## config.mk

```make
export PLATFORM = sky130hd
export DESIGN_NAME = ism_log2
export DESIGN_NICKNAME = d
export VERILOG_FILES = /design/src/hw/rtl/ism_pkg.sv /design/src/hw/rtl/ism_log2.sv
export SDC_FILE = /design/constraint.sdc
export NUM_CORES = 2
export LEC_CHECK = 0
export BUFFER_PORTS_ARGS = -buffer_cell sky130_fd_sc_hd__buf_2
export CORE_MARGIN = 10
export CORE_UTILIZATION = 65
export DETAILED_ROUTE_END_ITERATION = 16
export PLACE_DENSITY_LB_ADDON = 0.25
export SKIP_LAST_GASP = 1
export SYNTH_ARGS = -nofsm -noshare
export SYNTH_HDL_FRONTEND = slang
export SYNTH_SLANG_ARGS = --single-unit
```

## constraint.sdc

```tcl
create_clock -name clk -period 22 [get_ports clk]
set_input_delay 0 -clock clk [delete_from_list [all_inputs] [get_ports clk]]
set_output_delay 0 -clock clk [all_outputs]
set_load 0.01 [all_outputs]
```

## src/hw/rtl/ism_pkg.sv

```systemverilog
package ism_pkg;

  // Sizing of the sample path and the tallies.
  localparam int COUNT_BITS = 24;
  localparam int FRAC_BITS = 16;
  localparam int TALLY_W = COUNT_BITS + 1;
  localparam int FIX_W = FRAC_BITS + 4;
  localparam int DIFF_W = FIX_W + 1;
  localparam int ACC_W = 64;
  localparam int SUM_ABS_W = 48;
  localparam int MSE_W = 38;
  localparam int PSNR_W = 16;
  localparam int COS_W = 32;
  localparam int Q16_W = 20;
  localparam int CNT_OUT_W = 25;
  localparam int LOG_W = 22;
  localparam int STEP_W = 7;

  localparam logic [TALLY_W-1:0] PAIR_LIMIT = TALLY_W'(1) << COUNT_BITS;
  localparam logic [FIX_W-1:0] SAT_MAG = FIX_W'(1) << (FRAC_BITS + 2);

  // Output scaling of the mean squared error to Q6.32.
  localparam int MSE_SH = 32 - 2 * FRAC_BITS;
  localparam int MSE_LSH = (MSE_SH > 0) ? MSE_SH : 0;
  localparam int MSE_RSH = (MSE_SH < 0) ? -MSE_SH : 0;
  localparam logic [63:0] MSE_MAX = (64'd1 << MSE_W) - 64'd1;

  // Output scaling of differences to Q4.16.
  localparam int Q16_SH = 16 - FRAC_BITS;
  localparam int Q16_LSH = (Q16_SH > 0) ? Q16_SH : 0;
  localparam int Q16_RSH = (Q16_SH < 0) ? -Q16_SH : 0;
  localparam logic [63:0] DIFF16_MAX = 64'd524288;

  // PSNR arithmetic constants.
  localparam int LOG_OFFSET = 2 * FRAC_BITS * 65536;
  localparam int LOG10_2_Q16 = 197283;
  localparam int PSNR_MIN = -5120;
  localparam int PSNR_MAX = 32767;
  localparam int COS_ONE = 1073741824;

  // Configuration register indexes.
  localparam logic [1:0] REG_COS_TH = 2'd0;
  localparam logic [1:0] REG_PSNR_TH = 2'd1;
  localparam logic [1:0] REG_PSNR_CAP = 2'd2;

  localparam logic [30:0] COS_TH_RESET = 31'd1072668082;
  localparam logic [14:0] PSNR_TH_RESET = 15'd7680;
  localparam logic [14:0] PSNR_CAP_RESET = 15'd25344;

  typedef struct packed {
    logic bad;
    logic signed [FIX_W-1:0] val;
  } fixed_t;

  typedef struct packed {
    logic [ACC_W-1:0] sum_sq;
    logic [SUM_ABS_W-1:0] sum_abs;
    logic [FIX_W-1:0] peak;
    logic [ACC_W-1:0] dot;
    logic [ACC_W-1:0] norm_a;
    logic [ACC_W-1:0] norm_b;
    logic [TALLY_W-1:0] bad_a;
    logic [TALLY_W-1:0] bad_b;
    logic [TALLY_W-1:0] pairs;
  } acc_t;

  typedef enum logic {OP_DIV, OP_SQRT} iter_op_t;

  typedef struct packed {
    iter_op_t op;
    logic [63:0] rem_init;
    logic [63:0] num;
    logic [63:0] den;
    logic [STEP_W-1:0] steps;
  } iter_cmd_t;

  // Float pattern to signed fixed point, round half away, saturate at 4.0.
  function automatic fixed_t to_fixed(input logic [31:0] bits);
    fixed_t r;
    logic [7:0] ex;
    logic [63:0] sig;
    logic [63:0] mag;
    logic signed [9:0] sh;
    logic [8:0] nsh;
    logic [FIX_W-1:0] mag_f;
    ex = bits[30:23];
    sig = {40'd0, (ex != 8'd0), bits[22:0]};
    sh = $signed({2'b00, ((ex != 8'd0) ? ex : 8'd1)}) - 10'sd150 + $signed(10'(FRAC_BITS));
    nsh = 9'(-sh);
    if (sh >= 10'sd0) begin
      mag = (sh >= 10'sd40) ? 64'(SAT_MAG) : (sig << sh[5:0]);
    end else begin
      mag = (nsh > 9'd25) ? 64'd0 : ((sig + (64'd1 << (nsh - 9'd1))) >> nsh);
    end
    if (mag > 64'(SAT_MAG)) begin
      mag = 64'(SAT_MAG);
    end
    mag_f = mag[FIX_W-1:0];
    r.bad = (ex == 8'hFF);
    if (r.bad) begin
      r.val = '0;
    end else if (bits[31]) begin
      r.val = -$signed(mag_f);
    end else begin
      r.val = $signed(mag_f);
    end
    return r;
  endfunction

  function automatic logic [MSE_W-1:0] scale_mse(input logic [63:0] q);
    logic [63:0] r;
    if (MSE_LSH > 0) begin
      r = (q > (MSE_MAX >> MSE_LSH)) ? MSE_MAX : (q << MSE_LSH);
    end else begin
      r = q >> MSE_RSH;
    end
    if (r > MSE_MAX) begin
      r = MSE_MAX;
    end
    return r[MSE_W-1:0];
  endfunction

  function automatic logic [Q16_W-1:0] to_q16(input logic [63:0] x);
    logic [63:0] r;
    if (Q16_LSH > 0) begin
      r = (x > (DIFF16_MAX >> Q16_LSH)) ? DIFF16_MAX : (x << Q16_LSH);
    end else begin
      r = x >> Q16_RSH;
    end
    if (r > DIFF16_MAX) begin
      r = DIFF16_MAX;
    end
    return r[Q16_W-1:0];
  endfunction

  function automatic iter_cmd_t mk_div(input logic [63:0] rem_init, input logic [63:0] num,
                                       input logic [63:0] den, input logic [STEP_W-1:0] steps);
    iter_cmd_t c;
    c.op = OP_DIV;
    c.rem_init = rem_init;
    c.num = num;
    c.den = den;
    c.steps = steps;
    return c;
  endfunction

  function automatic iter_cmd_t mk_sqrt(input logic [63:0] x);
    iter_cmd_t c;
    c.op = OP_SQRT;
    c.rem_init = x;
    c.num = 64'd1 << 62;
    c.den = '0;
    c.steps = STEP_W'(32);
    return c;
  endfunction

endpackage

```

## src/hw/rtl/ism_log2.sv

```systemverilog
module ism_log2 (
  input  logic                       clk,
  input  logic                       rst,
  input  logic                       start,
  input  logic [63:0]                x,
  output logic                       done,
  output logic [ism_pkg::LOG_W-1:0]  result
);

  typedef enum logic [1:0] {L_IDLE, L_NORM, L_SQ} lstate_t;

  lstate_t state;
  logic [63:0] y;
  logic [31:0] m;
  logic [5:0] k;
  logic [15:0] frac;
  logic [3:0] bit_idx;
  logic [63:0] sq;
  logic [32:0] sq_sh;

  // Squaring of the Q1.31 mantissa, truncated.
  always_comb begin
    sq = m * m;
    sq_sh = sq[63:31];
  end

  assign result = {k, frac};

  // Normalize one bit a cycle, then one fraction bit a cycle.
  always_ff @(posedge clk) begin
    if (rst) begin
      state <= L_IDLE;
      done <= 1'b0;
    end else begin
      done <= 1'b0;
      unique case (state)
        L_IDLE: begin
          if (start) begin
            y <= x;
            k <= 6'd63;
            state <= L_NORM;
          end
        end
        L_NORM: begin
          if (!y[63] && (k != 6'd0)) begin
            y <= y << 1;
            k <= k - 6'd1;
          end else begin
            m <= y[63:32];
            frac <= '0;
            bit_idx <= 4'd15;
            state <= L_SQ;
          end
        end
        L_SQ: begin
          if (sq_sh[32]) begin
            frac[bit_idx] <= 1'b1;
            m <= sq_sh[32:1];
          end else begin
            m <= sq_sh[31:0];
          end
          bit_idx <= bit_idx - 4'd1;
          if (bit_idx == 4'd0) begin
            state <= L_IDLE;
            done <= 1'b1;
          end
        end
        default: state <= L_IDLE;
      endcase
    end
  end

endmodule

```

---- After elaboration in Yosys (flattened, before gate mapping) ----
Cells that the tools add are included.
cells by class
  add/subtract/negate cells ............... 2
  multiplexer cells ....................... 21
  reduce and logical (&&, ||, !) cells .... 13
  eq/ne operators ......................... 7
  multipliers ............................. 1
  bitwise operators ....................... 3
  shift operators ......................... 0
  $lt $le $gt $ge ......................... 2
  div/mod/pow operators ................... 0
operator list
  cell                   count
  $mux W64               2
  $pmux W64 S2           1
  $mul A32 B32 Y64       1
  $mux W32               2
  $pmux W32 S2           1
  $mux W16               2
  $pmux W16 S2           1
  $or A16 B16 Y16        1
  $mux W6                2
  $pmux W6 S2            1
  $ne A2 B2 Y1 const B   5
  $pmux W4 S2            1
  $reduce_and A4 Y1      2
  $mux W2                3
  $pmux W2 S3            1
  $reduce_and A3 Y1      2
  $reduce_bool A6 Y1     1
  $sub A6 B1 Y6 const B  1
  $lt A4 B5 Y1 const B   1
  $demux W1 S4           1
  $ge A4 B1 Y1 const B   1
  $logic_not A4 Y1       1
  $mux W4                1
  $reduce_bool A2 Y1     2
  other kinds (9)        12
storage, ports and cells
  input port bits ......................... 67
  bits in registers ....................... 125
  output and inout bits ................... 23
  ROM bits ................................ 0
  latch bits .............................. 0
  memories ................................ 0
  RAM bits ................................ 0

---- Depth between registers and ports, before layout ----
  depth in word-level cells ............... 7
  depth in mapped cells ................... 32
  depth with buffers taken out ............ 26

---- Worst setup path before layout ----
No wires, ideal clock.
  path kind ............................... reg2reg
  start ................................... reg m[27]
  end ..................................... reg frac[0], enable pin
  arrival ................................. 8.093 ns
  period minus slack after synthesis ...... 8.481 ns
  required time ........................... 21.612 ns
  setup time .............................. 0.388 ns
  setup slack ............................. 13.519 ns
  buffers on the path ..................... 3
  cell stages (with the launch flop) ...... 28
  cells stage by stage .................... edfxtp_1 clkbuf_1 clkbuf_1 nand2_1 fa_1 fa_1 inv_1 fa_1 inv_1 fa_1 inv_1 fa_1 fa_1 fa_1 inv_1 fa_1 inv_1 ha_1 nand2_1 or3_1 nor4_2 o211ai_1 and3_1 buf_6 o221a_4 nor3_4 nor3_1 nor2_1
between the ends
  longest elaborated chain between the ends .. 3
RTL lines
  item                           line            text
  start, declared                ism_log2.sv:14  logic [31:0] m;
  start signal, assigned         ism_log2.sv:49  m <= y[63:32];
  start signal, assigned         ism_log2.sv:58  m <= sq_sh[32:1];
  start signal, assigned         ism_log2.sv:60  m <= sq_sh[31:0];
  $mul A32 B32 Y64               ism_log2.sv:23  sq = m * m;
  $ne A2 B2 Y1 (no line)         n/a
  $reduce_and A4 Y1 (no line)    n/a
  end signal, assigned           ism_log2.sv:50  frac <= '0;
  end signal, assigned by index  ism_log2.sv:57  frac[bit_idx] <= 1'b1;
  end, declared                  ism_log2.sv:16  logic [15:0] frac;
Every way passes these cells.
A chain may end at the register's enable or synchronous reset.

---- Final worst setup path ----
  start ................................... reg m[17]
  end ..................................... reg frac[8], enable pin
The elaborated chain is that of the path after synthesis.

==> reports/results.txt <==
TritonCTS clock tree: built
Worst Setup Path Type: flop to flop
Vias: 25100
Core area: 0.0536 mm^2
Clock-pin slew on the worst setup and hold paths: 60 ps
Worst-Skew Late Latency: 440 ps
Worst Path Required: 22030 ps
Post-synthesis to final-layout area growth: 6.57%
CTS Buf Count: 17
IO Pins: 90
Seq/Total Area, Yosys: 10.6%
Hold path cells: 4
Htree depth: 4
Area contributors post-synth: fa_1 (45%), ha_1 (11%), inv_1 (11%)
Post-Syn Area per Cell: 9.80 um^2
Port Buffer Count: 89
Hold_ws: 110 ps
Rows: 85
Fin crit share: 45.5%
Reg-to-reg setup timing slack: 11980 ps
Initial Util: 65.4%
Clock buffer depth: 2
HP Class: input port to flop
DRC: 0
Global-route wire length before repair: 153 mm
Mapped Nets: 4737
Maximum operating frequency: 0.0998 GHz
Postcts setup bufs: 0
Dpl ws: 12120 ps
Congestion Overflow GR: 0
Post-layout util: 69.6%
Post-DP HPWL: 71.5 mm
Layout cell share with drive strength beyond 1: 7.06%
Vias in the first global route: 28400
Routed wire length: 93.7 mm
Worst r2r src: m[17]
Initial DRC Count: 1808
Final WS setup: 11980 ps
Cell taking the most area after synthesis: fa_1
Worst slew pin tran: 1270 ps
EDFF count, synth: 122
CP Data Arrival Time: 10050 ps
Worst Path Max Fanout: 18
Total track usage: 31.0%
Max-Slew Margin vs Limit: 15.3%
Worst Hold Path EP: state[1]
Root buf cell: clkbuf_16
Die Ht: 252 um
Fin. max-slew vios: 0
Post-synth top area share: 45.2%
Seq cells post-synth: 125
Final Hold Vio Count: 0
Die W: 252 um
Skew final: 20.0 ps
RSZ-0062 raised after global routing: no
GPL Wtd Cong: 0.964
Max-cap violation count: 0
Net count reported at finish: 4806
DR WL/cell: 21.5 um
Post-Syn Instances: 3574
Routed Antenna Nets: 0
Final setup fails: 0
Initial antenna violation count: 1
RR Endpoint: frac[8]
DIE AREA: 0.0636 mm^2
Via/cell ratio: 5.77
Synth warn: 0
Synth cell types: 74
CP Capture Type: flop
Cell Area, Synth: 0.0350 mm^2
Predominant post-synthesis flop cell: edfxtp_1
Filler cell count: 4030
Clock sink count: 125
Startpoint Class: flop
Hold Crit Start: start
Setup TNS Final: 0 ps
FF-to-FF path depth: 25
Tmin final: 10020 ps
DR pass1 iterations: 6
Status: finished clean
Asr flop ratio synth: 0%
Largest net degree at the start of global routing: 73
cells in the mapped netlist (6+ instances only):
master    count
inv_1       992
xor2_1       44
o21ai_0      34
a31o_2       15
o211ai_1     13
nor2b_1      16
a21oi_1      76
and2_1      233
o21a_1        8
or3_1         6
mux2i_1       7
mux2_2       64
edfxtp_1    122
ha_1        305
a31oi_1      18
nor3_1       13
a221o_1       9
xnor2_1      29
a21o_1       38
nand3_1      19
and3_1       15
fa_1        791
o221ai_1     15
a41oi_1       6
a211oi_1     10
buf_2         9
clkbuf_1    125
nand2_1     320
or2_2         8
nand2b_1      6
nand4_1      17
nor2_1       92
o21bai_1     11
layout make-up:
class	count	area [um^2]	area share, %
clock buffers	18	429	1.15
inverters	994	3730	9.99
clock inverters	14	159	0.426
well taps	696	871	2.33
repair buffers	194	1400	3.74
diodes	1	2.50	0.00670
flip-flops and latches	125	3720	9.97
multi-input cells	2311	27000	72.4
critical path: stages (launching register included):
cell and delay (ps):
edfxtp_1 1050, buf_4 400, inv_1 130, nor2_1 170, fa_1 480, fa_1 450
fa_1 520, inv_1 60, fa_1 500, inv_1 60, fa_1 450, fa_1 480
fa_1 500, inv_1 50, fa_1 480, inv_1 50, ha_1 370, nand2_1 170
or3_1 410, nor4_2 300, o211ai_1 140, and3_1 330, o221a_4 370, nor3_4 550
nor3_1 170, nor2_1 990
timing repair:
item,CTS,global route
hold buffers,65,0
endpoints found under the hold margin,67,0
gates resized for setup,0,0
placed cells by master, fill, tap and decap left out, types with 34 or more instances in the layout:
cell type,synthesis,routed
fa_1,791,791
ha_1,305,303
o21ai_0,34,34
a21oi_1,76,76
and2_1,233,233
a21o_1,38,38
edfxtp_1,122,122
nand2_1,320,320
mux2_2,64,64
buf_4,1,40
dlygate4sd3_1,0,65
buf_2,9,89
nor2_1,92,92
inv_1,992,992
xor2_1,44,44
worst max-delay path by stage:
| stage | start | to | depth (start not counted) |
|---|---|---|---|
| 6_report | m[17] | frac[8] | 25 |
| 5_1_grt | m[17] | frac[10] | 25 |
| 4_1_cts | m[17] | frac[10] | 25 |
| 3_5_place_dp | m[17] | frac[1] | 25 |
| 3_3_place_gp | m[17] | frac[0] | 25 |
| 2_1_floorplan | m[27] | frac[0] | 27 |
registers in the layout (all words and copies together) (netlist names):
register  cells
state         2
y            64
bit_idx       4
done          1
frac         16
m            32
k             6
layer usage:
| metal | vias up | wire length, um | track usage [%] | share of wire, % |
|---|---|---|---|---|
| met2 | 1115 | 47600 | 54.0 | 51 |
| met1 | 12700 | 34300 | 37.9 | 37 |
| met5 | - | 13 | 0 | 0.014 |
| met4 | 2 | 4600 | 12.9 | 4.9 |
| met3 | 318 | 7190 | 5.07 | 7.7 |
| li1 | 10900 | - | - | - |
cell families (layout without fill, tap and decap cells):
group	after synthesis	in the layout	synth area share [%]
adder cells (fa/ha/maj)	1096	1096	56.1
XOR/XNOR	73	73	1.83
other	0	1	0
multiplexers	71	71	2.26
AND/OR/NAND/NOR	763	763	10.7
buffers and inverters	1138	1220	12.3
AO/OA/AOI/OAI	308	308	6.19
flip-flops	125	125	10.6
metrics by stage:
stage / cells / cell area (um^2)
floorplan: 3574 / 35000
global placement: 4255 / 36100
detailed placement: 4255 / 36100
CTS: 4352 / 37300
global route: 4352 / 37300
finish: 4353 / 37300
Power is not shown: default switching activity piles up to over one toggle a cycle in this logic, so the estimate is an artifact.
