==> src/hw/rtl/ism_pkg.sv <==
package ism_pkg;

  // Sizing of the sample path and the tallies.
  localparam int COUNT_BITS = 24;
  localparam int FRAC_BITS = 16;
  localparam int TALLY_W = COUNT_BITS + 1;
  localparam int FIX_W = FRAC_BITS + 4;
  localparam int DIFF_W = FIX_W + 1;
  localparam int ACC_W = 64;
  localparam int SUM_ABS_W = 48;
  localparam int MSE_W = 38;
  localparam int PSNR_W = 16;
  localparam int COS_W = 32;
  localparam int Q16_W = 20;
  localparam int CNT_OUT_W = 25;
  localparam int LOG_W = 22;
  localparam int STEP_W = 7;

  localparam logic [TALLY_W-1:0] PAIR_LIMIT = TALLY_W'(1) << COUNT_BITS;
  localparam logic [FIX_W-1:0] SAT_MAG = FIX_W'(1) << (FRAC_BITS + 2);

  // Output scaling of the mean squared error to Q6.32.
  localparam int MSE_SH = 32 - 2 * FRAC_BITS;
  localparam int MSE_LSH = (MSE_SH > 0) ? MSE_SH : 0;
  localparam int MSE_RSH = (MSE_SH < 0) ? -MSE_SH : 0;
  localparam logic [63:0] MSE_MAX = (64'd1 << MSE_W) - 64'd1;

  // Output scaling of differences to Q4.16.
  localparam int Q16_SH = 16 - FRAC_BITS;
  localparam int Q16_LSH = (Q16_SH > 0) ? Q16_SH : 0;
  localparam int Q16_RSH = (Q16_SH < 0) ? -Q16_SH : 0;
  localparam logic [63:0] DIFF16_MAX = 64'd524288;

  // PSNR arithmetic constants.
  localparam int LOG_OFFSET = 2 * FRAC_BITS * 65536;
  localparam int LOG10_2_Q16 = 197283;
  localparam int PSNR_MIN = -5120;
  localparam int PSNR_MAX = 32767;
  localparam int COS_ONE = 1073741824;

  // Configuration register indexes.
  localparam logic [1:0] REG_COS_TH = 2'd0;
  localparam logic [1:0] REG_PSNR_TH = 2'd1;
  localparam logic [1:0] REG_PSNR_CAP = 2'd2;

  localparam logic [30:0] COS_TH_RESET = 31'd1072668082;
  localparam logic [14:0] PSNR_TH_RESET = 15'd7680;
  localparam logic [14:0] PSNR_CAP_RESET = 15'd25344;

  typedef struct packed {
    logic bad;
    logic signed [FIX_W-1:0] val;
  } fixed_t;

  typedef struct packed {
    logic [ACC_W-1:0] sum_sq;
    logic [SUM_ABS_W-1:0] sum_abs;
    logic [FIX_W-1:0] peak;
    logic [ACC_W-1:0] dot;
    logic [ACC_W-1:0] norm_a;
    logic [ACC_W-1:0] norm_b;
    logic [TALLY_W-1:0] bad_a;
    logic [TALLY_W-1:0] bad_b;
    logic [TALLY_W-1:0] pairs;
  } acc_t;

  typedef enum logic {OP_DIV, OP_SQRT} iter_op_t;

  typedef struct packed {
    iter_op_t op;
    logic [63:0] rem_init;
    logic [63:0] num;
    logic [63:0] den;
    logic [STEP_W-1:0] steps;
  } iter_cmd_t;

  // Float pattern to signed fixed point, round half away, saturate at 4.0.
  function automatic fixed_t to_fixed(input logic [31:0] bits);
    fixed_t r;
    logic [7:0] ex;
    logic [63:0] sig;
    logic [63:0] mag;
    logic signed [9:0] sh;
    logic [8:0] nsh;
    logic [FIX_W-1:0] mag_f;
    ex = bits[30:23];
    sig = {40'd0, (ex != 8'd0), bits[22:0]};
    sh = $signed({2'b00, ((ex != 8'd0) ? ex : 8'd1)}) - 10'sd150 + $signed(10'(FRAC_BITS));
    nsh = 9'(-sh);
    if (sh >= 10'sd0) begin
      mag = (sh >= 10'sd40) ? 64'(SAT_MAG) : (sig << sh[5:0]);
    end else begin
      mag = (nsh > 9'd25) ? 64'd0 : ((sig + (64'd1 << (nsh - 9'd1))) >> nsh);
    end
    if (mag > 64'(SAT_MAG)) begin
      mag = 64'(SAT_MAG);
    end
    mag_f = mag[FIX_W-1:0];
    r.bad = (ex == 8'hFF);
    if (r.bad) begin
      r.val = '0;
    end else if (bits[31]) begin
      r.val = -$signed(mag_f);
    end else begin
      r.val = $signed(mag_f);
    end
    return r;
  endfunction

  function automatic logic [MSE_W-1:0] scale_mse(input logic [63:0] q);
    logic [63:0] r;
    if (MSE_LSH > 0) begin
      r = (q > (MSE_MAX >> MSE_LSH)) ? MSE_MAX : (q << MSE_LSH);
    end else begin
      r = q >> MSE_RSH;
    end
    if (r > MSE_MAX) begin
      r = MSE_MAX;
    end
    return r[MSE_W-1:0];
  endfunction

  function automatic logic [Q16_W-1:0] to_q16(input logic [63:0] x);
    logic [63:0] r;
    if (Q16_LSH > 0) begin
      r = (x > (DIFF16_MAX >> Q16_LSH)) ? DIFF16_MAX : (x << Q16_LSH);
    end else begin
      r = x >> Q16_RSH;
    end
    if (r > DIFF16_MAX) begin
      r = DIFF16_MAX;
    end
    return r[Q16_W-1:0];
  endfunction

  function automatic iter_cmd_t mk_div(input logic [63:0] rem_init, input logic [63:0] num,
                                       input logic [63:0] den, input logic [STEP_W-1:0] steps);
    iter_cmd_t c;
    c.op = OP_DIV;
    c.rem_init = rem_init;
    c.num = num;
    c.den = den;
    c.steps = steps;
    return c;
  endfunction

  function automatic iter_cmd_t mk_sqrt(input logic [63:0] x);
    iter_cmd_t c;
    c.op = OP_SQRT;
    c.rem_init = x;
    c.num = 64'd1 << 62;
    c.den = '0;
    c.steps = STEP_W'(32);
    return c;
  endfunction

endpackage

==> src/hw/rtl/ism_mac.sv <==
module ism_mac (
  input  logic           clk,
  input  logic           rst,
  input  logic           start,
  input  ism_pkg::fixed_t fix_a,
  input  ism_pkg::fixed_t fix_b,
  input  logic           clear,
  output ism_pkg::acc_t  acc,
  output logic           busy
);

  logic [1:0] phase;
  logic signed [ism_pkg::DIFF_W-1:0] va, vb, dd;
  logic signed [ism_pkg::DIFF_W-1:0] op_x, op_y;
  logic signed [2*ism_pkg::DIFF_W-1:0] prod;
  logic [63:0] prod64;
  logic signed [ism_pkg::DIFF_W-1:0] diff_now;
  logic [ism_pkg::FIX_W-1:0] abs_now;
  logic take, good;

  // A pair counts only while the tally has room.
  assign take = start && (acc.pairs < ism_pkg::PAIR_LIMIT);
  assign good = !fix_a.bad && !fix_b.bad;
  assign diff_now = ism_pkg::DIFF_W'(fix_a.val) - ism_pkg::DIFF_W'(fix_b.val);
  assign abs_now = ism_pkg::FIX_W'(diff_now[ism_pkg::DIFF_W-1] ? -diff_now : diff_now);

  // The one multiplier walks through the four products of a pair.
  always_comb begin
    case (phase)
      2'd0: begin op_x = dd; op_y = dd; end
      2'd1: begin op_x = va; op_y = vb; end
      2'd2: begin op_x = va; op_y = va; end
      default: begin op_x = vb; op_y = vb; end
    endcase
    prod = op_x * op_y;
    prod64 = 64'(prod);
  end

  // Tallies and accumulators.
  always_ff @(posedge clk) begin
    if (rst || clear) begin
      acc <= '0;
      busy <= 1'b0;
      phase <= 2'd0;
    end else if (take) begin
      acc.pairs <= acc.pairs + 1'b1;
      if (fix_a.bad) begin
        acc.bad_a <= acc.bad_a + 1'b1;
      end
      if (fix_b.bad) begin
        acc.bad_b <= acc.bad_b + 1'b1;
      end
      if (good) begin
        va <= ism_pkg::DIFF_W'(fix_a.val);
        vb <= ism_pkg::DIFF_W'(fix_b.val);
        dd <= diff_now;
        acc.sum_abs <= acc.sum_abs + ism_pkg::SUM_ABS_W'(abs_now);
        if (abs_now > acc.peak) begin
          acc.peak <= abs_now;
        end
        busy <= 1'b1;
        phase <= 2'd0;
      end
    end else if (busy) begin
      case (phase)
        2'd0: acc.sum_sq <= acc.sum_sq + prod64;
        2'd1: acc.dot <= acc.dot + prod64;
        2'd2: acc.norm_a <= acc.norm_a + prod64;
        default: acc.norm_b <= acc.norm_b + prod64;
      endcase
      phase <= phase + 2'd1;
      if (phase == 2'd3) begin
        busy <= 1'b0;
      end
    end
  end

endmodule

==> config.mk <==
export PLATFORM = sky130hd
export DESIGN_NAME = ism_mac
export DESIGN_NICKNAME = d
export VERILOG_FILES = /design/src/hw/rtl/ism_pkg.sv /design/src/hw/rtl/ism_mac.sv
export SDC_FILE = /design/constraint.sdc
export NUM_CORES = 2
export LEC_CHECK = 0
export ABC_CLOCK_PERIOD_IN_PS = 19800
export BUFFER_PORTS_ARGS = -buffer_cell sky130_fd_sc_hd__buf_2
export CORE_MARGIN = 4
export CORE_UTILIZATION = 60
export DETAILED_ROUTE_END_ITERATION = 12
export PLACE_DENSITY = 0.79
export SYNTH_ARGS = -nofsm -noshare
export SYNTH_HDL_FRONTEND = slang
export SYNTH_SLANG_ARGS = --single-unit
==> constraint.sdc <==
create_clock -name clk -period 19.8 [get_ports clk]
set_input_delay 0.99 -clock clk [delete_from_list [all_inputs] [get_ports clk]]
set_output_delay 0.99 -clock clk [all_outputs]
set_load 0.005 [all_outputs]
Word-level counts from Yosys, hierarchy flattened:

Cells that the tools add are included.

* register bits: 463
* input bits: 46
* word-level logic and storage cells: 64

* add/sub/neg operators: 11
* multiply operators: 1
* $lt $le $gt $ge: 2
* equality and inequality tests: 4
* muxes and demuxes: 10
* bitwise logic cells: 3
* reduce and logical (&&, ||, !) cells: 19

Operators with widths (number)
* 64-bit adder: 4
* 21-bit one-hot mux with 2 select lines: 2
* 25-bit by 1-bit adder with 25-bit output (second input constant): 3
* 48-bit by 20-bit adder with 48-bit output: 1
* 21-bit by 21-bit multiplier with 42-bit output: 1
* 25-bit < comparator (second input constant): 1
* 20-bit by 20-bit subtractor with 21-bit output: 1
* 20-bit > comparator: 1
* 20-bit 2-to-1 mux: 1
* 20-bit negator: 1
* 3-bit AND reduction: 6
* 2-bit AND reduction: 4
* 2-bit 2-to-1 mux: 3
* 2-bit == test (second input constant): 2
* 1-bit 2-to-1 mux: 4
* 1-bit NOT: 3
* 3-bit OR reduction: 1
* 2-bit by 1-bit adder with 2-bit output (second input constant): 1
* 2-bit by 1-bit == test with 1-bit output (second input constant): 1
* 1-bit logical AND: 2
* 1-bit logical NOT: 2
* 2-bit logical NOT: 1
* 2-bit by 1-bit != test with 1-bit output (second input constant): 1
* 2-bit nonzero test: 1
* other kinds (2): 2

Logic depth before layout (Yosys ltp):

* depth in word-level cells: 5
* depth in mapped cells: 50
* mapped depth without buffers: 46

Least setup slack after synthesis:

Ideal clock, no wire load.

* path kind: reg-to-reg
* from: reg phase[0]
* to: reg acc[397] in the netlist's numbering
* library setup time: 70 ps
* data arrival time: 11967 ps
* data required time: 19730 ps
* path slack: 7763 ps
* stages on the path, launching flop included: 43
* cell sequence: dfxtp_1 > inv_1 > ha_1 > clkbuf_1 > nor2_1 > clkbuf_1 > a221o_1 > clkbuf_1 > nand2_1 > fa_1 > inv_1 > fa_1 > inv_1 > fa_1 > inv_1 > fa_1 > fa_1 > fa_1 > [... 7 more ...] > or3b_1 > and4_4 > o31ai_4 > a211oi_4 > xnor2_4 > ha_1 > a21oi_1 > o21bai_1 > a21o_1 > or4_1 > a311oi_1 > o31a_1 > o31a_1 > a21oi_2 > a211oi_1 > xnor2_1 > nand2_1 > a21oi_1

* longest elaborated chain between the ends: 5
* elaborated cells between the ends (all ways): 9
* those cells by class: add/sub: 1; mul: 1; eq/ne: 2; mux: 2; reduce/logical: 3

RTL lines
* start, declared: RTL line ism_mac.sv:12 `logic [1:0] phase;`
* start signal, assigned: RTL line ism_mac.sv:71 `phase <= phase + 2'd1;`
* 2-bit == test / 2-bit by 1-bit == test with 1-bit output (equally long branches): RTL line ism_mac.sv:29 `case (phase)`
* 2-bit OR reduction (no line)
* 21-bit one-hot mux with 2 select lines: RTL line ism_mac.sv:29
* 21-bit by 21-bit multiplier with 42-bit output: RTL line ism_mac.sv:35 `prod = op_x * op_y;`
* 64-bit adder: RTL line ism_mac.sv:66 `2'd0: acc.sum_sq <= acc.sum_sq + prod64;`
* end, declared: RTL line ism_mac.sv:8 `output ism_pkg::acc_t acc,`

Several ways; a longest one is shown, not always the timed one.
A chain may end at the register's enable or synchronous reset.

Worst setup path after layout:

Same ends and word-level chain as after synthesis.

==> reports/qor.csv <==
metric,value,unit
final_nets,7408,
grt_pass1_vias,43640,
grt_pass1_wl,239600,µm
fin_skew,0.05876,ns
crit_arrival,13.80,ns
synthArstFlopShare,0,
drive_gt1_frac,0.1025,
cts_buffer_depth,3,
critPathMaxFanout,63,
final_max_slew_viol_count,0,
yosysUniqueCellTypes,95,
setup_tns,0,ns
drtIter0Drc,3843,
fin_crit_sh,0.6683,
postCtsSetupRepairBufs,0,
wirelength,154600,µm
die_y,295.9,µm
dp.final_hpwl,121200,µm
cts_made_buffers,55,
io_buffers,445,
cts_root_buffer,clkbuf_16,
status,completed,
die_w,295.9,µm
drcViolationCount,0,
cts_hold_repair.buffers,0,
final_core_util,0.6683,
rsz0062_at_grt,false,
fmax,75.57,MHz
worstSetupPathType,reg2reg,
gp_congestion,1.018,
worst_pin_slew,1.360,ns
grt_usage,0.3458,
firstDrtPassIters,6,
period_minus_slack,13.23,ns
synthCells,6109,
syn-cell-area,49720,µm²
clk_latency,0.66,ns
antenna_found_initial,7,
ant_nets,0,
ys.flop_type,dfxtp_1,
synth_top_area_share,0.1872,
critPathCaptureType,flop,
n_fill_cell,6900,
via_count,45270,
cts.sink_count,463,
slowest_stage,nor2_2,
start_kind,flop,
via_per_inst,5.985,
synth_area_leaders,"fa_1 (19%), dfxtp_1 (16%), ha_1 (11%)",
cts_resized,0,
cp.required,20.36,ns
min_path_type,reg2reg,
setup_viol,0,
grt_max_degree,86,
hold_viol,0,
synth_top_area_cell,fa_1,
ys_seq_elements,463,
core_region_area,82110,µm²
synth_edf_count,61,
syn_nets,7075,
cts_tree,built,
slew_headroom,0.08665,
areaGrowthSynthToFinish,10.37,%
start_util,0.6055,
seq_area_frac_synth,0.1987,
rows,105,
path_clk_slew,0.06,ns
yosysMostFrequentCell,nand2_1,
syn_avg_cell_area,8.138,µm²
max-cap-violations,0,
synthTopCellsByCount,"nand2_1 (870), inv_1 (627), a21oi_1 (564), nor2_1 (563), fa_1 (465)",
die_area,87530,µm²
grt_overflow,0,
htree_num_levels,2,
yosys_warnings,0,
pin_count,446,
max_stage_delay,0.95,ns
wire_per_inst,20.44,µm
[registers in the layout, indices dropped and copies added, names as in the netlist]
name	cells
acc	399
busy	1
dd	21
phase	2
va	20
vb	20
[cell type report]
cell class	count	area [µm²]	share of cell area
diodes	7	17.52	0.0003192
multi-input cells	4774	36600	0.6670
well taps	1070	1339	0.02440
flip-flops and latches	463	9879	0.1800
clock buffers	72	1520	0.02770
clock inverters	29	370.4	0.006749
repair buffers	520	2790	0.05085
inverters	628	2357	0.04296
[path summary, 6_finish.rpt]
kind	from	to	slack, ns	cells past startpoint
hold / removal	acc[214]	acc[214]	0.47	2
hold reg to reg	acc[214]	acc[214]	0.47	2
setup reg to reg	phase[0]	acc[397]	6.57	40
setup / recovery	phase[0]	acc[397]	6.57	40
[per-stage QoR]
step | setup WS, ns | hold WS, ns | area [µm²] | cells
3_3_place_gp | 7.203 | 0.4577 | 52970 | 7455
6_report | 6.568 | 0.4684 | 54870 | 7563
3_5_place_dp | 6.758 | 0.4632 | 52970 | 7455
5_1_grt | 5.741 | 0.4875 | 54860 | 7556
2_1_floorplan | 7.763 | 0.4586 | 49720 | 6109
4_1_cts | 6.723 | 0.4729 | 54860 | 7556
[critical path: cells and delay by family (launching register included)]
family / cells / cell delay (ns)
XOR/XNOR: 2 / 0.29
buffers and inverters: 9 / 2.17
flip-flops: 1 / 0.37
AND/OR/NAND/NOR: 8 / 2.61
adder cells (fa/ha/maj): 10 / 4.67
AO/OA/AOI/OAI: 11 / 2.85
[cells in the final DEF, fill, tap and decap left out, types with 12 or more instances in the layout]
cell type / synthesis / final
nor2_1: 563 / 560
a31oi_1: 44 / 44
mux2i_1: 25 / 25
inv_1: 627 / 627
nor2b_1: 39 / 39
a22oi_1: 20 / 20
ha_1: 455 / 454
o31ai_1: 30 / 30
fa_1: 465 / 465
o21bai_1: 58 / 58
nor3_1: 73 / 72
dfxtp_1: 402 / 402
a21o_1: 193 / 193
nand4_1: 67 / 67
buf_2: 4 / 445
xnor2_1: 232 / 232
and3_1: 46 / 42
buf_4: 2 / 75
o21ai_1: 33 / 34
o211ai_1: 28 / 28
o21a_1: 62 / 62
xor2_1: 169 / 169
or3_1: 34 / 34
and4_1: 23 / 23
a21oi_1: 564 / 562
and2_1: 43 / 43
nand2_1: 870 / 866
or2_2: 16 / 15
nor3b_1: 12 / 12
a221oi_1: 15 / 14
a211oi_1: 51 / 51
nand2b_1: 41 / 41
o21ai_0: 197 / 196
nand3_1: 130 / 130
edfxtp_1: 61 / 61
clkbuf_16: 0 / 55
[routing by layer]
metal,global-route usage,part of all wire,vias to the layer above
met5,0,0.00030,-
met4,0.1537,0.052,6
met3,0.08762,0.099,415
met2,0.5586,0.45,1801
met1,0.4407,0.39,21790
li1,-,-,21250
[kinds of logic (layout without fill, tap and decap cells)]
logic type | count (synthesis) | after routing | share of synthesized area
fa+ha+maj | 920 | 920 | 0.3017
flops | 463 | 463 | 0.1987
compound gates | 1427 | 1427 | 0.1796
mux | 25 | 25 | 0.005033
buf+inv | 872 | 1249 | 0.06624
simple gates | 2000 | 2000 | 0.1775
other cells | 0 | 7 | 0
xor+xnor | 402 | 402 | 0.07120
Power is not shown: default switching activity piles up to over one toggle a cycle in this logic, so the estimate is an artifact.
