==> src/hw/rtl/ism_pkg.sv <==
package ism_pkg;

  // Sizing of the sample path and the tallies.
  localparam int COUNT_BITS = 24;
  localparam int FRAC_BITS = 16;
  localparam int TALLY_W = COUNT_BITS + 1;
  localparam int FIX_W = FRAC_BITS + 4;
  localparam int DIFF_W = FIX_W + 1;
  localparam int ACC_W = 64;
  localparam int SUM_ABS_W = 48;
  localparam int MSE_W = 38;
  localparam int PSNR_W = 16;
  localparam int COS_W = 32;
  localparam int Q16_W = 20;
  localparam int CNT_OUT_W = 25;
  localparam int LOG_W = 22;
  localparam int STEP_W = 7;

  localparam logic [TALLY_W-1:0] PAIR_LIMIT = TALLY_W'(1) << COUNT_BITS;
  localparam logic [FIX_W-1:0] SAT_MAG = FIX_W'(1) << (FRAC_BITS + 2);

  // Output scaling of the mean squared error to Q6.32.
  localparam int MSE_SH = 32 - 2 * FRAC_BITS;
  localparam int MSE_LSH = (MSE_SH > 0) ? MSE_SH : 0;
  localparam int MSE_RSH = (MSE_SH < 0) ? -MSE_SH : 0;
  localparam logic [63:0] MSE_MAX = (64'd1 << MSE_W) - 64'd1;

  // Output scaling of differences to Q4.16.
  localparam int Q16_SH = 16 - FRAC_BITS;
  localparam int Q16_LSH = (Q16_SH > 0) ? Q16_SH : 0;
  localparam int Q16_RSH = (Q16_SH < 0) ? -Q16_SH : 0;
  localparam logic [63:0] DIFF16_MAX = 64'd524288;

  // PSNR arithmetic constants.
  localparam int LOG_OFFSET = 2 * FRAC_BITS * 65536;
  localparam int LOG10_2_Q16 = 197283;
  localparam int PSNR_MIN = -5120;
  localparam int PSNR_MAX = 32767;
  localparam int COS_ONE = 1073741824;

  // Configuration register indexes.
  localparam logic [1:0] REG_COS_TH = 2'd0;
  localparam logic [1:0] REG_PSNR_TH = 2'd1;
  localparam logic [1:0] REG_PSNR_CAP = 2'd2;

  localparam logic [30:0] COS_TH_RESET = 31'd1072668082;
  localparam logic [14:0] PSNR_TH_RESET = 15'd7680;
  localparam logic [14:0] PSNR_CAP_RESET = 15'd25344;

  typedef struct packed {
    logic bad;
    logic signed [FIX_W-1:0] val;
  } fixed_t;

  typedef struct packed {
    logic [ACC_W-1:0] sum_sq;
    logic [SUM_ABS_W-1:0] sum_abs;
    logic [FIX_W-1:0] peak;
    logic [ACC_W-1:0] dot;
    logic [ACC_W-1:0] norm_a;
    logic [ACC_W-1:0] norm_b;
    logic [TALLY_W-1:0] bad_a;
    logic [TALLY_W-1:0] bad_b;
    logic [TALLY_W-1:0] pairs;
  } acc_t;

  typedef enum logic {OP_DIV, OP_SQRT} iter_op_t;

  typedef struct packed {
    iter_op_t op;
    logic [63:0] rem_init;
    logic [63:0] num;
    logic [63:0] den;
    logic [STEP_W-1:0] steps;
  } iter_cmd_t;

  // Float pattern to signed fixed point, round half away, saturate at 4.0.
  function automatic fixed_t to_fixed(input logic [31:0] bits);
    fixed_t r;
    logic [7:0] ex;
    logic [63:0] sig;
    logic [63:0] mag;
    logic signed [9:0] sh;
    logic [8:0] nsh;
    logic [FIX_W-1:0] mag_f;
    ex = bits[30:23];
    sig = {40'd0, (ex != 8'd0), bits[22:0]};
    sh = $signed({2'b00, ((ex != 8'd0) ? ex : 8'd1)}) - 10'sd150 + $signed(10'(FRAC_BITS));
    nsh = 9'(-sh);
    if (sh >= 10'sd0) begin
      mag = (sh >= 10'sd40) ? 64'(SAT_MAG) : (sig << sh[5:0]);
    end else begin
      mag = (nsh > 9'd25) ? 64'd0 : ((sig + (64'd1 << (nsh - 9'd1))) >> nsh);
    end
    if (mag > 64'(SAT_MAG)) begin
      mag = 64'(SAT_MAG);
    end
    mag_f = mag[FIX_W-1:0];
    r.bad = (ex == 8'hFF);
    if (r.bad) begin
      r.val = '0;
    end else if (bits[31]) begin
      r.val = -$signed(mag_f);
    end else begin
      r.val = $signed(mag_f);
    end
    return r;
  endfunction

  function automatic logic [MSE_W-1:0] scale_mse(input logic [63:0] q);
    logic [63:0] r;
    if (MSE_LSH > 0) begin
      r = (q > (MSE_MAX >> MSE_LSH)) ? MSE_MAX : (q << MSE_LSH);
    end else begin
      r = q >> MSE_RSH;
    end
    if (r > MSE_MAX) begin
      r = MSE_MAX;
    end
    return r[MSE_W-1:0];
  endfunction

  function automatic logic [Q16_W-1:0] to_q16(input logic [63:0] x);
    logic [63:0] r;
    if (Q16_LSH > 0) begin
      r = (x > (DIFF16_MAX >> Q16_LSH)) ? DIFF16_MAX : (x << Q16_LSH);
    end else begin
      r = x >> Q16_RSH;
    end
    if (r > DIFF16_MAX) begin
      r = DIFF16_MAX;
    end
    return r[Q16_W-1:0];
  endfunction

  function automatic iter_cmd_t mk_div(input logic [63:0] rem_init, input logic [63:0] num,
                                       input logic [63:0] den, input logic [STEP_W-1:0] steps);
    iter_cmd_t c;
    c.op = OP_DIV;
    c.rem_init = rem_init;
    c.num = num;
    c.den = den;
    c.steps = steps;
    return c;
  endfunction

  function automatic iter_cmd_t mk_sqrt(input logic [63:0] x);
    iter_cmd_t c;
    c.op = OP_SQRT;
    c.rem_init = x;
    c.num = 64'd1 << 62;
    c.den = '0;
    c.steps = STEP_W'(32);
    return c;
  endfunction

endpackage

==> src/hw/rtl/ism_iter.sv <==
module ism_iter (
  input  logic               clk,
  input  logic               rst,
  input  logic               start,
  input  ism_pkg::iter_cmd_t cmd,
  output logic               done,
  output logic [63:0]        result
);

  logic active;
  ism_pkg::iter_op_t op;
  logic [63:0] rem, num, den, q;
  logic [ism_pkg::STEP_W-1:0] left;
  logic [65:0] op_a, op_b, diff;
  logic ge;

  // Shared compare and subtract: a division step or a square root step.
  always_comb begin
    if (op == ism_pkg::OP_SQRT) begin
      op_a = {2'b00, rem};
      op_b = {1'b0, ({1'b0, q} + {1'b0, num})};
    end else begin
      op_a = {1'b0, rem, num[63]};
      op_b = {2'b00, den};
    end
    diff = op_a - op_b;
    ge = !diff[65];
  end

  assign result = q;

  // Step sequencer.
  always_ff @(posedge clk) begin
    if (rst) begin
      active <= 1'b0;
      done <= 1'b0;
    end else begin
      done <= 1'b0;
      if (start) begin
        active <= 1'b1;
        op <= cmd.op;
        rem <= cmd.rem_init;
        num <= cmd.num;
        den <= cmd.den;
        q <= '0;
        left <= cmd.steps;
      end else if (active) begin
        if (op == ism_pkg::OP_SQRT) begin
          if (ge) begin
            rem <= diff[63:0];
          end
          q <= ge ? ((q >> 1) + num) : (q >> 1);
          num <= num >> 2;
        end else begin
          rem <= ge ? diff[63:0] : {rem[62:0], num[63]};
          q <= {q[62:0], ge};
          num <= num << 1;
        end
        left <= left - 1'b1;
        if (left == ism_pkg::STEP_W'(1)) begin
          active <= 1'b0;
          done <= 1'b1;
        end
      end
    end
  end

endmodule

==> config.mk <==
export PLATFORM = sky130hd
export DESIGN_NAME = ism_iter
export DESIGN_NICKNAME = d
export VERILOG_FILES = /design/src/hw/rtl/ism_pkg.sv /design/src/hw/rtl/ism_iter.sv
export SDC_FILE = /design/constraint.sdc
export NUM_CORES = 1
export LEC_CHECK = 0
export ABC_AREA = 0
export BUFFER_PORTS_ARGS = -buffer_cell sky130_fd_sc_hd__buf_2
export CAP_MARGIN = 20
export CORE_ASPECT_RATIO = 0.8
export CORE_UTILIZATION = 60
export DETAILED_ROUTE_END_ITERATION = 12
export PLACE_DENSITY = 0.81
export SYNTH_ARGS = -nofsm -noshare
export SYNTH_HDL_FRONTEND = slang
export SYNTH_SLANG_ARGS = --single-unit
export TNS_END_PERCENT = 30
==> constraint.sdc <==
create_clock -name clk -period 13 [get_ports clk]
set_input_delay 1.95 -clock clk [delete_from_list [all_inputs] [get_ports clk]]
set_output_delay 1.95 -clock clk [all_outputs]
set_load 0.005 [all_outputs]
# Word-level counts from Yosys, hierarchy flattened

Cells that the tools add are included.

Flip-flop bits (word level): 266
Bits in latches: 0
RAM bits: 0
Memory bits (read-only): 0
Output and inout bits: 65
Memories kept: 0

$add $sub $neg: 4
Multipliers: 0
Div/mod/pow operators: 0
Magnitude comparators: 0
Equal/unequal tests: 2
Shift-type cells: 0
Mux-type cells: 19
Bitwise gates (word level): 2
Reduce and logical (&&, ||, !) cells: 6

Operators by type and width:

| operator                                             | number |
|---|---|
| 2-to-1 mux 64 bit                                    | 11 |
| 2-to-1 mux 65 bit                                    | 2 |
| subtractor 65 x 66 -> 66 bit                         | 1 |
| adder 64 x 64 -> 65 bit                              | 1 |
| adder 63 x 64 -> 64 bit                              | 1 |
| 2-to-1 mux 7 bit                                     | 2 |
| equality test 7 x 1 -> 1 bit (second input constant) | 1 |
| subtractor 7 x 1 -> 7 bit (second input constant)    | 1 |
| 2-to-1 mux 1 bit                                     | 4 |
| AND reduction 2 bit                                  | 2 |
| != test 3 bit (second input constant)                | 1 |
| AND reduction 3 bit                                  | 1 |
| OR reduction 3 bit                                   | 1 |
| inverter 1 bit                                       | 2 |
| nonzero test 2 bit                                   | 1 |
| logical NOT 1 bit                                    | 1 |

# Depth between registers and ports, before layout

Gate-level depths: netlist of the first run.

Depth in word-level cells: 7
Depth in mapped cells: 29
Mapped depth without buffers: 26

# Worst setup path before layout of the first run

No wires, ideal clock.

Path kind: input to register
From: input port start
To: register rem[0] (enable)
Library setup time: 0.433 ns
Arrival time: 10.365 ns
Data required time: 12.567 ns
Setup slack: 2.202 ns
Stages on the path: 5
Buffers on the path: 2
Path through: clkbuf_1 > clkbuf_1 > nor2_1 > nor2_1 > o31a_1

Cells in the longest elaborated chain, start to end: 2

Ends and longest elaborated chain:

| element                                                       | RTL line       | source |
|---|---|---|
| start, declared                                               | ism_iter.sv:4  | `input logic start,` |
| != test 3 bit (no line) or nonzero test 2 bit (tied branches) | --             |  |
| AND reduction 3 bit (no line) (*)                             | --             |  |
| end signal, assigned                                          | ism_iter.sv:42 | `rem <= cmd.rem_init;` |
| end signal, assigned                                          | ism_iter.sv:50 | `rem <= diff[63:0];` |
| end signal, assigned                                          | ism_iter.sv:55 | `rem <= ge ? diff[63:0] : {rem[62:0], num[63]};` |
| end, declared                                                 | ism_iter.sv:12 | `logic [63:0] rem, num, den, q;` |

Mark *: on every way between the ends. The rest lies on a longest branch, timed or not.
A chain may end at the register's enable or synchronous reset.

# Worst setup path in the final report of the first run

From: register q[3], in the netlist result[3]
To: register q[63], in the netlist result[63] (data pin)

Cells in the longest elaborated chain, start to end: 6

Ends and longest elaborated chain:

| element                      | RTL line       | source |
|---|---|---|
| start, declared              | ism_iter.sv:12 |  |
| start signal, assigned       | ism_iter.sv:52 | `q <= ge ? ((q >> 1) + num) : (q >> 1);` |
| start signal, assigned       | ism_iter.sv:56 | `q <= {q[62:0], ge};` |
| adder 64 x 64 -> 65 bit      | ism_iter.sv:21 | `op_b = {1'b0, ({1'b0, q} + {1'b0, num})};` |
| 2-to-1 mux 65 bit            | ism_iter.sv:19 | `if (op == ism_pkg::OP_SQRT) begin` |
| subtractor 65 x 66 -> 66 bit | ism_iter.sv:26 | `diff = op_a - op_b;` |
| 2-to-1 mux 64 bit (*)        | ism_iter.sv:52 |  |
| 2-to-1 mux 64 bit (*)        | ism_iter.sv:48 | `if (op == ism_pkg::OP_SQRT) begin` |
| 2-to-1 mux 64 bit (*)        | ism_iter.sv:47 | `end else if (active) begin` |

Mark *: on every way between the ends. The rest lies on a longest branch, timed or not. The select of a mux whose other input is x is not followed.

==> metrics.sh, run 1 <==
AVGROUTEDWIREPERCELL_UM=23.0
FILLERINSTANCES=3335
NETLIST-CELL-TYPE-COUNT=85
SYNTH_ASYNC_SR_FLOP_SHARE_PCT=0
DPL_WORST_SLACK_NS=5.72
BOUNDARYPINS=268
CP-END-KIND='flop'
POWER.CLOCK.FRACTION_PCT=22.3
DIE-HEIGHT_UM=184
SYNTH.FF_LATCH_COUNT=266
RATIO_OF_CELLS_WITH_DRIVE_ABOVE_1_IN_THE_FINAL_LAYOUT_PCT=14.7
STARTPOINT_OF_THE_TIGHTEST_HOLD_CHECK_PATH='active$_SDFF_PP0_'
P_SW_SHARE_PCT=41.8
WORST-ENDPOINT-REQUIRED_NS=13.35
FINAL.SETUP.WORST_SLACK_NS=5.54
YOSYS.AREA.TOP_TYPE_SHARE_PCT=31.8
NUMCLOCKSINKS=266
WORSTHOLDPATHCELLS=1
HOLD-PATH-ENDPOINT='done$_SDFF_PP0_'
CTS_MADE_BUFFERS=30
MAX_CLOCK_FREQ_MHz=134
POST-ROUTE-CELL-AREA_UM2=27600
WORST_R2R_PATH_DEPTH=23
WIRELENGTH_MM=82.3
MIN_PERIOD_NS=7.46
POST_ROUTE_HOLD_SLACK_NS=0.481
LEAK_PWR_nW=11.8
SYN_NETS=3251
POSTCTSHOLDBUFS=0
SYNTH-EDFF-COUNT=264
GRT_MAX_DEGREE=166
GRT_PASS1_VIAS=22600
MAX_SLEW.WORST_PIN.SLEW_NS=1.00
WIRE_LENGTH_OF_THE_FIRST_GLOBAL_ROUTING_PASS_MM=126
WORST_SLEW_MARGIN_REL_PCT=33.4
WORST-R2R-SETUP-SLACK_NS=5.54
TIMING.FINAL.SETUP_VIOLATIONS=0
AREA.GROWTH.SYNTH_TO_FINAL_PCT=10.7
POWER.DENSITY_CELL_AREA_nW_PER_UM2=153
GRT.OVERFLOW.TOTAL=0
ANTENNA_VIOLATING_NETS_POST_ROUTE=0
ANTENNA_FOUND_INITIAL=1
MIN_PATH_TYPE='flop to flop'
GP_ROUTABILITY_CONGESTION=1.02
SYN_AREA_UM2=24900
YOSYS_WARNINGS=0
NETS=3409
FIRSTDRTPASSITERS=6
PLACEMENT.IO_BUFFERS=267
GRT_SETUP_UNREPAIRED='no'
POST-ROUTE-DRC-COUNT=0
WORSTSKEWPAIRLATENCY_NS=0.62
ARRIVAL_NS=7.81
RR_STARTPOINT='result[3]$_SDFFCE_PP0P_'
CATEGORY_OF_THE_CRITICAL_SETUP_TIMING_PATH='flop to flop'
SWITCHING_POWER_mW=1.76
FINALCLOCKSKEW_NS=0.0363
DOMINANTREGCELLSYNTH='sky130_fd_sc_hd__edfxtp_1'
GATE_COUNT_OF_THE_MAPPED_NETLIST=2850
POST_CTS.RESIZED_INSTANCES=0
NETLIST_TOP_CELLS_AREA='sky130_fd_sc_hd__edfxtp_1, sky130_fd_sc_hd__ha_1, sky130_fd_sc_hd__a21oi_1, sky130_fd_sc_hd__nand2_1, sky130_fd_sc_hd__mux2i_1'
FINAL_HOLD_VIOLATING_ENDPOINTS=0
POST-ROUTE-PERIOD-UTIL_PCT=57.4
REGAREA_UM2=7970
VDD_IR_DROP_MAX_V=0.000145
ROUTED_VIA_DENSITY=6.64
CORE_AREA_UM2=40800
POWER.SHARE.COMBINATIONAL_PCT=49.8
POST_SYNTH.CELL_AREA_AVG_UM2=8.74
TRITONCTS='yes'
SLEW_VIOL_FINAL=0
ROW_COUNT=66
CHIPWIDTH_UM=230
WORSTREG2REGEND='result[63]$_SDFFCE_PP0P_'
DIEAREA_UM2=42300
PLACED_WIRE_LENGTH_ESTIMATE_AFTER_DETAILED_PLACEMENT_MM=60.8
CTS_SETUP_BUFFERS=0
CLKSLEWWORSTSETUPHOLDPATHS_NS=0.06
MAX_CAP_VIOLATIONS=0
MULTI_INPUT_AREA_UM2=16000
CLOCKBUFFERDEPTH=3
INTERNAL_POWER_mW=2.45
TIMING.SETUP.TNS_NS=0
CRITICAL_PATH.MAX_FANOUT=40
SETUP.WORST_PATH.START_CLASS='flop'
CLK_ROOT_BUFFER_CELL='sky130_fd_sc_hd__clkbuf_16'
SYNTH_LARGEST_AREA_CELL='sky130_fd_sc_hd__edfxtp_1'
CTS.HTREE.LEVELS=1
DETAILROUTE.VIA_COUNT=23700
DETAIL_ROUTE.ITER0.VIOLATIONS=2455
TRACK_USAGE_PCT=37.7
OUTCOME='completed'
SYNTH_SEQ_AREA_SHARE_PCT=32.0
SEQPWRFRAC_PCT=27.9
STARTING_DENSITY_OF_THE_CORE_PCT=61.1
POST_DP_CELL_AREA_UM2=26500
[cells in the final DEF (no fill, tap or decap), drive strengths merged, types with 13 or more instances in the layout]
cell type and instances:
mux2 81, a211oi 56, nor2 204, a21o 131
o211ai 13, nand2 320, xnor2 105, xor2 55
o21ai 203, inv 86, nand4 43, nor3 35
a31oi 40, o21a 26, a311oi 49, nand3 54
a21oi 280, and3 32, edfxtp 264, nor2b 31
clkbuf 37, and2 21, or3 23, o21bai 31
ha 195, buf 287, mux2i 116, nand2b 20
[state kept, by name, indices dropped and copies added, names as in the netlist]
| name | cells |
|---|---|
| done | 1 |
| left | 7 |
| op | 1 |
| num | 64 |
| active | 1 |
| result | 64 |
| rem | 64 |
| den | 64 |
[final cells by class]
type | count | area share, %
antenna | 1 | 0.00907
clock inverter | 19 | 0.943
sequential | 266 | 28.9
tap | 544 | 2.47
clock buffer | 36 | 2.88
timing repair buffer | 288 | 5.61
multi-input combinational | 2336 | 58.0
inverter | 86 | 1.17
[per-stage QoR]
| step | utilization [%] | total power, mW | std cells |
|---|---|---|---|
| after floorplan | - | 2.68 | 2850 |
| after global placement | 65.0 | 3.19 | 3519 |
| after detailed placement | 65.0 | 3.23 | 3519 |
| after CTS | 67.6 | 4.17 | 3574 |
| after global routing | 67.6 | 4.43 | 3576 |
| final | 67.6 | 4.22 | 3576 |
[power by group through the flow]
stage | clock network, mW | logic (mW) | registers [mW]
final | 0.941 | 2.10 | 1.18
after global routing | 0.969 | 2.28 | 1.18
after CTS | 0.941 | 2.06 | 1.17
after detailed placement | 0 | 2.04 | 1.19
after global placement | 0 | 2.01 | 1.19
after floorplan | 0 | 1.53 | 1.15
[cell families (layout without fill, tap and decap cells)]
logic type | Yosys count | count (layout) | share of synthesized area (%)
AOI/OAI and AO/OA | 952 | 952 | 24.7
other | 0 | 1 | 0
buffers and inverters | 248 | 429 | 3.90
muxes | 197 | 197 | 8.34
xor gates and xnor gates | 160 | 160 | 5.62
and+or+nand+nor | 829 | 829 | 15.4
DFF | 266 | 266 | 32.0
adders and majority gates | 198 | 198 | 10.0
[worst max-delay path, cell delays in order (launching register included)]
cell	delay, ns
sky130_fd_sc_hd__edfxtp_1	0.48
sky130_fd_sc_hd__ha_1	0.39
sky130_fd_sc_hd__a21o_1	0.19
sky130_fd_sc_hd__a21oi_1	0.21
sky130_fd_sc_hd__nand2_1	0.12
sky130_fd_sc_hd__a31oi_1	0.35
sky130_fd_sc_hd__o31ai_1	0.17
sky130_fd_sc_hd__a221oi_1	0.53
sky130_fd_sc_hd__o41ai_1	0.24
sky130_fd_sc_hd__a211oi_1	0.53
sky130_fd_sc_hd__o21bai_1	0.17
sky130_fd_sc_hd__xnor2_1	0.24
sky130_fd_sc_hd__mux2i_1	0.11
sky130_fd_sc_hd__ha_1	0.41
sky130_fd_sc_hd__a21o_1	0.21
sky130_fd_sc_hd__a21oi_1	0.24
sky130_fd_sc_hd__o221ai_1	0.17
sky130_fd_sc_hd__a31o_2	0.30
sky130_fd_sc_hd__a32o_1	0.27
sky130_fd_sc_hd__o22a_1	0.39
sky130_fd_sc_hd__nand2_2	0.45
sky130_fd_sc_hd__buf_4	0.52
sky130_fd_sc_hd__nor4_1	0.11
sky130_fd_sc_hd__a221o_1	0.34
[metal layers]
metal	GRT usage, %	vias up	routed length, um
met2	61.4	1252	37500
met4	15.1	0	3700
met1	50.2	11200	33900
li1	-	11100	-
met3	5.91	227	7270
met5	0	-	0
[synth_stat cells, drive strengths merged, types with 32 or more instances]
cell type,count
nand2,320
a21o,131
nor2,204
nor3,35
xor2,55
nand4,43
inv,85
o21ai,203
a21oi,280
mux2,81
a31oi,40
edfxtp,264
and3,32
a211oi,56
mux2i,116
a311oi,49
nand3,54
xnor2,105
ha,195
clkbuf,132
[worst max-delay path by stage]
| stage | slack [ns] | to | depth (start not counted) | start |
|---|---|---|---|---|
| floorplan | 2.20 | rem[0]$_DFFE_PP_ | 5 | start |
| global placement | 5.94 | result[32]$_SDFFCE_PP0P_ | 20 | result[23]$_SDFFCE_PP0P_ |
| detailed placement | 5.72 | result[63]$_SDFFCE_PP0P_ | 23 | result[3]$_SDFFCE_PP0P_ |
| CTS | 5.66 | result[63]$_SDFFCE_PP0P_ | 23 | result[3]$_SDFFCE_PP0P_ |
| global route | 5.14 | result[63]$_SDFFCE_PP0P_ | 23 | result[3]$_SDFFCE_PP0P_ |
| finish | 5.54 | result[63]$_SDFFCE_PP0P_ | 23 | result[3]$_SDFFCE_PP0P_ |
Note: power is estimated with default switching activity, not from simulation.
==> run 2, diff against run 1 <==
- clock period: 13 -> 6.9 ns (I/O delays scaled with it)
==> run 2 against run 1 <==
Cell area grew 0.75%. Register-to-register slack worse by 5.2 ns. Count of clock-buffer cells in the layout shrank 1. Non-clock buffer count is 20 higher. Largest power group unchanged. Critical endpoint is now rem[5]$_DFFE_PP_. Clock skew down 0.016 ns. Sequential power up 87%. Worst setup slack worse by 5.2 ns.
==> metrics.sh, run 2 (same netlist as run 1, synthesis figures left out) <==
OUTCOME='completed'
GP_ROUTABILITY_CONGESTION=1.02  # -0.17%
GRT_MOST_USED_LAYER='met2'
SETUP.WORST_PATH.START_CLASS='flop'
GRT_MAX_DEGREE=137  # -17%
LEAK_PWR_nW=11.8  # +0.80%
CRITICAL_PATH_CELL_BY_CELL='ha_1, and3_1, nand4_1, nor4_1, nand4_1, nand2_1, a211oi_1, o41ai_1, buf_4, a21oi_1, xnor2_1, mux2i_1, ha_1, nand2_1, o21a_1, o21ai_0, nand2_1, o211ai_1, nor2_2, o31a_4, buf_12, nor3_1, a211oi_1, a21oi_1'
POST_ROUTE_HOLD_SLACK_NS=0.506  # +0.0246 ns
POST-ROUTE-DRC-COUNT=0  # unchanged
TOTAL_POWER_mW=7.99  # +89%
DPL_WORST_SLACK_NS=0.0679  # -5.65 ns
GRT_PASS1_VIAS=22700  # +0.80%
CATEGORY_OF_THE_CRITICAL_SETUP_TIMING_PATH='flop to flop'
WORST_SLEW_MARGIN_REL_PCT=24.6  # -8.8 points
DETAIL_ROUTE.ITER0.VIOLATIONS=2556  # +4.1%
CRIT_PATH_LEADING_DELAY_FAMILY='simple AND/OR/NAND/NOR gates'
CRIT_BUF_INV=2  # +1
POWER.SHARE.COMBINATIONAL_PCT=50.9  # +1.1 points
VDD_IR_DROP_MAX_V=0.000235  # +62%
FILLERINSTANCES=3254  # -2.4%
WORSTHOLDPATHCELLS=1  # unchanged
MULTI_INPUT_AREA_UM2=16100  # +0.34%
LAYOUT_COMMON_CELLS='sky130_fd_sc_hd__nand2_1, sky130_fd_sc_hd__a21oi_1, sky130_fd_sc_hd__buf_2, sky130_fd_sc_hd__edfxtp_1'
TIMING.FINAL.SETUP_VIOLATIONS=0  # unchanged
PLACEMENT.IO_BUFFERS=267  # unchanged
MAX_SLEW.WORST_PIN.SLEW_NS=1.13  # +0.132 ns
POWER.DENSITY_CELL_AREA_nW_PER_UM2=287  # +88%
WORST_R2R_PATH_DEPTH=24  # +4.3%
GLOBAL_ROUTE.USAGE.MET3_PCT=6.25  # +0.34 points
FINAL.SETUP.WORST_SLACK_NS=0.323  # -5.22 ns
SWITCHING_POWER_mW=3.35  # +90%
MAX_CAP_VIOLATIONS=0  # unchanged
DETAILROUTE.VIA_COUNT=24100  # +1.4%
FINALCLOCKSKEW_NS=0.0205  # -0.0159 ns
POST-ROUTE-PERIOD-UTIL_PCT=95.3  # +38 points
REGAREA_UM2=7970  # unchanged
CLKSLEWWORSTSETUPHOLDPATHS_NS=0.06  # about the same
P_SW_SHARE_PCT=41.9  # +0.13 points
POSTCTSHOLDBUFS=0  # unchanged
STARTING_DENSITY_OF_THE_CORE_PCT=61.1  # unchanged
ROW_COUNT=66  # unchanged
AREA.GROWTH.SYNTH_TO_FINAL_PCT=11.6
WORST_PATH_MAX_DELAY_CELL='sky130_fd_sc_hd__nor4_1'
MIN_PERIOD_NS=6.58  # -0.883 ns
RATIO_OF_CELLS_WITH_DRIVE_ABOVE_1_IN_THE_FINAL_LAYOUT_PCT=15.4  # +0.70 points
NUMCLOCKSINKS=266  # unchanged
ANTENNA_VIOLATING_NETS_POST_ROUTE=0  # unchanged
DIEAREA_UM2=42300  # unchanged
MAX_CLOCK_FREQ_MHz=152  # +13%
PATH_COMMON_CELL='sky130_fd_sc_hd__nand2_1'
CTS_MADE_BUFFERS=30  # unchanged
NETS=3429  # +0.59%
AVGROUTEDWIREPERCELL_UM=23.1  # +0.28%
GRT.MET2_USAGE_PCT=62.0  # +0.56 points
WORST-ENDPOINT-REQUIRED_NS=7.20  # -6.15 ns
ARRIVAL_NS=6.88  # -0.93 ns
CHIPWIDTH_UM=230  # unchanged
CPPEAKSTAGEDELAY_NS=0.51  # -0.02 ns
ROUTED_VIA_DENSITY=6.69  # +0.79%
WIRELENGTH_MM=83.1  # +0.90%
TIMING.CRITICAL_PATH.DEPTH=24  # +4.3%
CLK_ROOT_BUFFER_CELL='sky130_fd_sc_hd__clkbuf_16'
ANTENNA_FOUND_INITIAL=2  # +1
PLACED_WIRE_LENGTH_ESTIMATE_AFTER_DETAILED_PLACEMENT_MM=61.5  # +1.1%
CORE_AREA_UM2=40800  # unchanged
SEQPWRFRAC_PCT=27.7  # -0.2 points
WORSTSKEWPAIRLATENCY_NS=0.60  # -0.02 ns
POWER.CLOCK.FRACTION_PCT=21.4  # -0.9 points
POST_DP_CELL_AREA_UM2=26700  # +0.81%
MIN_PATH_TYPE='flop to flop'
WORSTREG2REGEND='rem[5]$_DFFE_PP_'
INTERNAL_POWER_mW=4.64  # +89%
CP-END-KIND='flop'
RR_STARTPOINT='result[22]$_SDFFCE_PP0P_'
BOUNDARYPINS=268  # unchanged
SLEW_VIOL_FINAL=0  # unchanged
CLOCKBUFFERDEPTH=3  # unchanged
CTS.HTREE.LEVELS=1  # unchanged
FINAL_HOLD_VIOLATING_ENDPOINTS=0  # unchanged
FIRSTDRTPASSITERS=6  # unchanged
TRITONCTS='yes'
WORST-R2R-SETUP-SLACK_NS=0.32  # -5.22 ns
STARTPOINT_OF_THE_TIGHTEST_HOLD_CHECK_PATH='active$_SDFF_PP0_'
FINAL_COMMON_CELL='sky130_fd_sc_hd__nand2_1'
GRT.OVERFLOW.TOTAL=0  # unchanged
TRACK_USAGE_PCT=38.4  # +0.74 points
WIRE_LENGTH_OF_THE_FIRST_GLOBAL_ROUTING_PASS_MM=128  # +1.8%
DIE-HEIGHT_UM=184  # unchanged
POST-ROUTE-CELL-AREA_UM2=27800  # +0.75%
CRITICAL_PATH.MAX_FANOUT=64  # +60%
HOLD-PATH-ENDPOINT='done$_SDFF_PP0_'
GRTUSAGEMET1_PCT=51.3  # +1.1 points
## run 2: layer usage
layer | vias to the layer above | wire length (um)
li1 | 11100 | -
met1 | 11300 | 34100
met2 | 1359 | 37900
met3 | 258 | 7240
met4 | 0 | 3870
met5 | - | 0
## run 2: cell type report
cell class / count / area share (%)
flip-flops and latches: 266 / 28.7
inverters: 86 / 1.16
diodes: 4 / 0.0360
clock inverters: 19 / 0.846
multi-input cells: 2336 / 57.8
clock buffers: 35 / 2.77
repair buffers: 308 / 6.27
well taps: 544 / 2.45
## run 2: worst max path at each step
stage                                   startpoint           endpoint  slack (ns)
after global routing      result[16]$_SDFFCE_PP0P_   rem[5]$_DFFE_PP_       -0.05
after detailed placement  result[22]$_SDFFCE_PP0P_  rem[61]$_DFFE_PP_        0.07
after CTS                 result[24]$_SDFFCE_PP0P_  rem[61]$_DFFE_PP_        0.03
after global placement           num[22]$_DFFE_PP_  rem[61]$_DFFE_PP_        0.06
after floorplan           result[18]$_SDFFCE_PP0P_   rem[0]$_DFFE_PP_        0.54
final                     result[22]$_SDFFCE_PP0P_   rem[5]$_DFFE_PP_        0.32
## run 2: stage by stage
stage	setup TNS [ns]	utilization (%)	std cells
2_1_floorplan	0	-	2850
3_3_place_gp	0	65.4	3537
3_5_place_dp	0	65.5	3539
4_1_cts	0	68.0	3593
5_1_grt	-0.198	68.1	3596
6_report	0	68.1	3598
## run 2: timing repair
item | in CTS | in global routing
endpoints found under the setup margin | 0 | 154
resized for setup | 0 | 12
setup buffers | 0 | 1
## run 2: power groups by stage
stage	Sequential [mW]	Combinational, mW	Clock (mW)
final	2.21	4.07	1.71
after global routing	2.22	4.42	1.77
after CTS	2.20	3.96	1.71
after detailed placement	2.23	3.92	0
after global placement	2.23	3.87	0
after floorplan	2.16	2.88	0
